==> src/sv/rif_pkg.sv <==
`timescale 1ns / 1ps
`default_nettype none
package rif_pkg;

  localparam int ENTRIES   = 16;
  localparam int KEY_BITS  = 64;
  localparam int TIME_BITS = 63;
  localparam int IDX_BITS  = (ENTRIES > 1) ? $clog2(ENTRIES) : 1;

  localparam logic [IDX_BITS-1:0] LAST_IDX = IDX_BITS'(ENTRIES - 1);

  typedef enum logic [1:0] {
    VERDICT_NEW    = 2'd0,
    VERDICT_DUP    = 2'd1,
    VERDICT_REPLAY = 2'd2,
    VERDICT_FORGET = 2'd3
  } verdict_t;

  typedef enum logic {
    OP_CHECK  = 1'b0,
    OP_FORGET = 1'b1
  } op_t;

  typedef enum logic [1:0] {
    ST_IDLE,
    ST_WALK,
    ST_FINISH
  } state_t;

  typedef struct packed {
    logic                 valid;
    logic [KEY_BITS-1:0]  key;
    logic [TIME_BITS-1:0] stamp;
  } entry_t;

  typedef struct packed {
    logic shift;
    logic load;
  } cell_ctrl_t;

endpackage
`default_nettype wire

==> src/sv/rif_cell.sv <==
`timescale 1ns / 1ps
`default_nettype none
module rif_cell
  import rif_pkg::*;
(
  input  wire logic       clk,
  input  wire logic       rst,
  input  wire cell_ctrl_t ctrl,
  input  wire entry_t     shift_in,
  input  wire entry_t     load_in,
  output entry_t          entry
);

  entry_t entry_next;

  always_comb begin
    entry_next = entry;
    if (ctrl.load) begin
      entry_next = load_in;
    end else if (ctrl.shift) begin
      entry_next = shift_in;
    end
  end

  // Only the valid bit needs reset; key and time are never looked at while invalid.
  always_ff @(posedge clk) begin
    if (rst) begin
      entry.valid <= 1'b0;
    end else begin
      entry.valid <= entry_next.valid;
    end
    entry.key   <= entry_next.key;
    entry.stamp <= entry_next.stamp;
  end

endmodule
`default_nettype wire

==> src/sv/replay_id_ring_filter.sv <==
`timescale 1ns / 1ps
`default_nettype none
// Replay filter over a ring of ENTRIES recently seen identifier keys. The entries sit in a
// row of cells that rotates by one place per clock while a request walks the ring, so a
// single key compare and timestamp compare at the head of the row visits every entry over
// one full rotation and edits a matching entry as it passes. A request is taken in ST_IDLE,
// rotates the ring once in ST_WALK, then in ST_FINISH writes a new nonzero checked key at
// the insert pointer and loads the result register once the last result is taken.
// The result waits in that register, so a new request is taken while it waits.
module replay_id_ring_filter
  import rif_pkg::*;
(
  input  wire logic                 clk,
  input  wire logic                 rst,
  input  wire logic                 in_valid,
  output logic                      in_ready,
  input  wire logic                 op,
  input  wire logic [63:0]          id_key,
  input  wire logic [TIME_BITS-1:0] timestamp,
  output logic                      out_valid,
  input  wire logic                 out_ready,
  output logic [1:0]                verdict,
  output logic                      matched
);

  state_t state, state_next;

  logic                 req_op;
  logic [KEY_BITS-1:0]  req_key;
  logic [TIME_BITS-1:0] req_time;
  logic [IDX_BITS-1:0]  step;
  logic [IDX_BITS-1:0]  insert_ptr;
  logic                 found;
  logic                 newer;

  entry_t     cells  [ENTRIES];
  cell_ctrl_t ctrl   [ENTRIES];
  entry_t     head_mod;
  entry_t     new_entry;
  logic       head_hit;
  logic       head_newer;
  logic       do_insert;
  logic       accept;
  logic       finish_go;
  verdict_t   verdict_calc;

  assign accept    = in_valid && in_ready;
  assign in_ready  = (state == ST_IDLE);
  assign finish_go = (state == ST_FINISH) && (!out_valid || out_ready);

  // Keys are unique among valid entries, so at most one hit is seen per rotation.
  always_comb begin
    head_hit   = (state == ST_WALK) && cells[0].valid && (cells[0].key == req_key)
                 && (req_key != '0) && !found;
    head_newer = (req_time > cells[0].stamp);
    head_mod   = cells[0];
    if (head_hit) begin
      if (req_op == OP_FORGET) begin
        head_mod = '0;
      end else if (head_newer) begin
        head_mod.stamp = req_time;
      end
    end
  end

  assign do_insert = finish_go && (req_op == OP_CHECK) && (req_key != '0) && !found;
  assign new_entry = '{valid: 1'b1, key: req_key, stamp: req_time};

  for (genvar i = 0; i < ENTRIES; i++) begin : g_cell
    entry_t shift_src;
    if (i == ENTRIES - 1) begin : g_tail
      assign shift_src = head_mod;
    end else begin : g_mid
      assign shift_src = cells[i+1];
    end
    assign ctrl[i].shift = (state == ST_WALK);
    assign ctrl[i].load  = do_insert && (insert_ptr == IDX_BITS'(i));
    rif_cell u_cell (
      .clk      (clk),
      .rst      (rst),
      .ctrl     (ctrl[i]),
      .shift_in (shift_src),
      .load_in  (new_entry),
      .entry    (cells[i])
    );
  end

  always_comb begin
    state_next = state;
    case (state)
      ST_IDLE: begin
        if (accept) begin
          state_next = ST_WALK;
        end
      end
      ST_WALK: begin
        if (step == LAST_IDX) begin
          state_next = ST_FINISH;
        end
      end
      ST_FINISH: begin
        if (finish_go) begin
          state_next = ST_IDLE;
        end
      end
      default: state_next = ST_IDLE;
    endcase
  end

  always_comb begin
    if (req_op == OP_FORGET) begin
      verdict_calc = VERDICT_FORGET;
    end else if (found) begin
      verdict_calc = newer ? VERDICT_DUP : VERDICT_REPLAY;
    end else begin
      verdict_calc = VERDICT_NEW;
    end
  end

  always_ff @(posedge clk) begin
    if (rst) begin
      state <= ST_IDLE;
    end else begin
      state <= state_next;
    end
  end

  always_ff @(posedge clk) begin
    if (rst) begin
      step       <= '0;
      insert_ptr <= '0;
      found      <= 1'b0;
      newer      <= 1'b0;
      out_valid  <= 1'b0;
    end else begin
      if (accept) begin
        found <= 1'b0;
        newer <= 1'b0;
      end else if (head_hit) begin
        found <= 1'b1;
        newer <= head_newer;
      end
      if (state == ST_WALK) begin
        step <= (step == LAST_IDX) ? '0 : step + 1'b1;
      end
      if (do_insert) begin
        insert_ptr <= (insert_ptr == LAST_IDX) ? '0 : insert_ptr + 1'b1;
      end
      if (finish_go) begin
        out_valid <= 1'b1;
      end else if (out_ready) begin
        out_valid <= 1'b0;
      end
    end
  end

  always_ff @(posedge clk) begin
    if (accept) begin
      req_op   <= op;
      req_key  <= id_key[KEY_BITS-1:0];
      req_time <= timestamp;
    end
    if (finish_go) begin
      verdict <= verdict_calc;
      matched <= found;
    end
  end

  a_idle_step_zero: assert property (@(posedge clk) disable iff (rst)
    (state == ST_IDLE) |-> (step == '0))
    else $error("walk counter not at zero while idle");

  a_hit_recorded: assert property (@(posedge clk) disable iff (rst)
    head_hit |=> found)
    else $error("hit at ring head was not recorded");

  a_result_from_finish: assert property (@(posedge clk) disable iff (rst)
    $rose(out_valid) |-> $past(state == ST_FINISH))
    else $error("result raised outside the finish step");

  a_ptr_moves_on_insert: assert property (@(posedge clk) disable iff (rst)
    (!$past(rst) && !$stable(insert_ptr)) |-> $past(do_insert))
    else $error("insert pointer moved without an insert");

  a_no_accept_mid_walk: assert property (@(posedge clk) disable iff (rst)
    (state == ST_WALK) |-> !in_ready)
    else $error("request taken during a ring walk");

endmodule
`default_nettype wire

==> config.mk <==
export PLATFORM = sky130hd
export DESIGN_NAME = replay_id_ring_filter
export DESIGN_NICKNAME = d
export VERILOG_FILES = /design/src/sv/rif_pkg.sv /design/src/sv/rif_cell.sv /design/src/sv/replay_id_ring_filter.sv
export SDC_FILE = /design/constraint.sdc
export NUM_CORES = 2
export LEC_CHECK = 0
export BUFFER_PORTS_ARGS = -buffer_cell sky130_fd_sc_hd__buf_2
export CORE_MARGIN = 1.5
export CORE_UTILIZATION = 50
export CTS_BUF_LIST = sky130_fd_sc_hd__clkbuf_8 sky130_fd_sc_hd__clkbuf_16
export DETAILED_ROUTE_END_ITERATION = 6
export PLACE_DENSITY = 0.75
export SKIP_CTS_REPAIR_TIMING = 1
export SLEW_MARGIN = 5
export SYNTH_ARGS = -nofsm -noshare
export SYNTH_HDL_FRONTEND = slang
export SYNTH_SLANG_ARGS = --single-unit
==> constraint.sdc <==
create_clock -name clk -period 7.7 [get_ports clk]
set_clock_uncertainty 0.2 [all_clocks]
set_input_delay 1.155 -clock clk [delete_from_list [all_inputs] [get_ports clk]]
set_output_delay 1.155 -clock clk [all_outputs]
set_load 0.01 [all_outputs]
==> results.md <==
Outcome:
- The run finished with clean final reports.

Floorplanning:
- The initial core utilization is approximately half.
- The standard-cell row count is 159.
- The core area is 187000 um2.
- The overall die area is 191000 um2.
- The die is 437 um tall.
- Pin placement for this block handled about 140 I/O pins.
- In this run the horizontal extent of the chip is 437 um.

Drt:
- The overall via count from detail_route is 48100.
- In the routed layout, each cell is associated on average with a via count of ~5.9.
- Once detail routing completed, the nets flagged for antenna violations numbered 0.
- The number of design-rule violations left by the first detailed-router iteration is between 4000 and 5000.
- The first detailed-routing pass ran for 5 iterations.
- Dividing the detail-routed wire length by the instance count gives 25.9 um.
- For this run, design rule violations remaining after detail routing come to 0.
- The total length of routed wires is 211000 um.

Setup path:
- The maximum net fanout on the critical path is 88.
- The critical path is of the register to register type.
- The worst setup path is launched from a register.
- The kind of end point of the critical path is a register.
- The data required time at the worst endpoint is 7.97 ns.
- The data arrival at the endpoint of the critical path is 5.59 ns.

Finish:
- The synthesis-to-finish area growth is 9.93%.
- The filler cells instantiated in the layout total around 14000.
- At the end of the flow, the number of nets in the layout was 5648.
- The share of post-route cells with drive strength above 1 is 42.2%.
- Summing all multi-input logic gate instances after layout gives 26100 um2.
- The flip-flop and latch area is 65500 um2.
- The non-filler instance count after layout is 8129.

Place:
- The wire-length estimate of the detail-placed layout is between 100000 and 150000 um.
- The global placer's final weighted congestion is 0.795.
- Buffers placed on the I/O ports in this run total about 140.
- Including well taps, the total number of placed cells is 7731.

GRT:
- The total global routing overflow is 0.
- The wire length of the first global-routing pass is 315000 um.
- The initial antenna violation count is 10.
- The global routing usage summed across all routing layers is a little over a fifth.
- The via count of the first global-routing pass is 48800.
- The pin count of the biggest net entering global routing is 137.

Synth:
- The number of distinct standard cells referenced by the synthesized netlist is 54.
- The most used flip-flop cell after synthesis is sky130_fd_sc_hd__edfxtp_1.
- The synthesis-stage register bit count is 2192.
- A synthesized cell averages 17.3 um2.
- In this run, synthesis inferred 2163 flip-flops with an integrated enable.
- The number of warnings printed during yosys synthesis is 0.
- For this run, asynchronously set or reset flops after synthesis account for 0%.
- Synthesis produced 5433 cells.
- The mapped netlist covers 94100 um2.
- The share of synthesized area occupied by flip-flops and latches is 69.6%.
- The post-synthesis net count is 5633.

Power:
- The static leakage is 36.4 nW.
- The power after layout is 0.0253 W.
- The worst-case IR drop observed on VDD is between 0.2 and 0.25 mV.
- The areal power density over the cells is 244 nW/um2.

Clocking:
- The TritonCTS clock tree is built.
- The register clock-pin slew on the reported worst setup and hold paths is 0.07 ns.
- Clock latency on the worst-skew pair, taken at its later pin, is 0.85 ns.
- TritonCTS created 210 clock buffers.
- The cell at the root of the clock tree is sky130_fd_sc_hd__clkbuf_16.
- The longest clock path from root to sink contains 3 buffers.
- The tree built by TritonCTS fans out to about 2200 sinks.
- In this run the number of H-tree levels came out at 4.

STA:
- The final number of hold-violating endpoints was 0.
- At the pin with the least slew margin, the transition time is approximately 1.4 ns.
- Setup repair after global routing left no endpoint under its margin.
- Setup total negative slack on the finished layout was measured at 0 ns.
- The count of final max-slew check failures is 0.
- In the finished design, the share of the clock period the worst path needs comes to slightly below 70%.
- The post-route worst hold slack is between 0.2 and 0.3 ns.
- Setup violations remaining at the end of the flow were counted as 0.
- Based on the critical path, the design can be clocked at up to around 190 MHz.
- In this run the tightest slew margin relative to its limit is 9.39%.
- The shortest period the worst path allows is 5.31 ns.

Min path:
- The path class of the lowest-slack min-delay path is input pin to register.

Job:
- Across the run, the number of max-cap violations was 0.
cells in the final DEF (no fill, tap or decap), types with 29 or more instances in the layout:
| master | count |
|---|---|
| sky130_fd_sc_hd__mux2_2 | 1785 |
| sky130_fd_sc_hd__mux2i_1 | 64 |
| sky130_fd_sc_hd__xor2_1 | 37 |
| sky130_fd_sc_hd__edfxtp_1 | 2163 |
| sky130_fd_sc_hd__a21oi_1 | 33 |
| sky130_fd_sc_hd__clkinv_2 | 49 |
| sky130_fd_sc_hd__o21ai_0 | 133 |
| sky130_fd_sc_hd__clkinv_1 | 57 |
| sky130_fd_sc_hd__inv_1 | 129 |
| sky130_fd_sc_hd__dfxtp_1 | 29 |
| sky130_fd_sc_hd__buf_2 | 136 |
| sky130_fd_sc_hd__clkbuf_16 | 211 |
| sky130_fd_sc_hd__nand2_1 | 302 |
| sky130_fd_sc_hd__ha_1 | 68 |
| sky130_fd_sc_hd__buf_4 | 99 |
| sky130_fd_sc_hd__a22o_1 | 64 |
critical path, stage by stage (launching register included):
cell,delay (ns)
sky130_fd_sc_hd__edfxtp_1,0.36
sky130_fd_sc_hd__buf_4,0.22
sky130_fd_sc_hd__nor4_1,0.65
sky130_fd_sc_hd__nand4_1,0.40
sky130_fd_sc_hd__o41ai_2,0.73
sky130_fd_sc_hd__nor3b_2,0.19
sky130_fd_sc_hd__buf_4,0.24
sky130_fd_sc_hd__nand3_4,0.67
sky130_fd_sc_hd__nand2_4,0.63
sky130_fd_sc_hd__buf_12,0.50
path summary, 6_finish.rpt:
kind	from	end	slack, ns	cells after the start
hold / removal	timestamp[5]	req_time[5]	0.28	1
setup reg to reg	req_key[10]	g_cell[9].u_cell.entry[109]	2.39	9
setup / recovery	req_key[10]	g_cell[9].u_cell.entry[109]	2.39	9
hold reg to reg	g_cell[6].u_cell.entry[127]	g_cell[6].u_cell.entry[127]	0.29	2
report_power, final:
part           internal [W]  switching (W)
sequential           0.0139       0.000255
clock               0.00530        0.00448
combinational      0.000495       0.000808
cell usage after synthesis, drive strengths merged (4+ instances only):
library cell | n | area, um2
a21oi | 34 | 181
a22o | 64 | 561
a22oi | 4 | 30.0
a31oi | 16 | 100
and4 | 4 | 35.0
buf | 260 | 1750
clkbuf | 196 | 736
dfxtp | 29 | 581
edfxtp | 2163 | 65000
ha | 68 | 851
inv | 86 | 323
mux2 | 1785 | 20100
mux2i | 64 | 641
nand2 | 320 | 1210
nand2b | 14 | 87.6
nand3 | 21 | 105
nand4 | 22 | 138
nor2 | 16 | 60.1
nor2b | 12 | 75.1
nor3 | 7 | 35.0
nor4 | 28 | 175
o21ai | 133 | 666
o22ai | 4 | 25.0
xnor2 | 7 | 61.3
xor2 | 37 | 324
metrics by stage:
step	area (um2)	setup slack (ns)	utilization [%]
after floorplan	94100	1.89	-
after global placement	97000	1.97	51.7
after detailed placement	97000	1.91	51.7
after CTS	103000	2.41	55.2
after global routing	103000	2.23	55.2
final	103000	2.39	55.2
layer usage:
metal  part of all wire (%)  up-vias  track usage (%)
li1                       -    21000                -
met1                     42    24900             30.0
met2                     48     1787             35.5
met3                    7.1      378             3.84
met4                    3.2        2             7.10
met5                 0.0062        -                0
cells by family (layout without fill, tap and decap cells):
kind of cell               count (synthesis)  count (layout)  synth area share [%]
adders and majority gates                 68              68                 0.904
buffers and inverters                    542             737                  2.98
and+or+nand+nor                          455             455                  2.13
xor gates and xnor gates                  44              44                 0.409
other                                      0               6                     0
AOI/OAI and AO/OA                        283             283                  1.93
DFF                                     2192            2192                  69.6
muxes                                   1849            1849                  22.0
cell type report:
type,count,area share (%)
Sequential cell,2192,63.3
Clock buffer,216,5.17
Timing Repair Buffer,259,1.84
Tap cell,2495,3.02
Multi-Input combinational cell,2699,25.2
Inverter,86,0.312
Clock inverter,176,1.11
Antenna cell,6,0.0145
registers in the layout, summed over array words and instances, names as in the netlist, 2 cells and up:
register and cells:
g_cell.u_cell.entry 2048, req_key 64, req_time 63, insert_ptr 4, step 4, state 2
verdict 2
No activity file was read; power rests on OpenSTA's default activity.
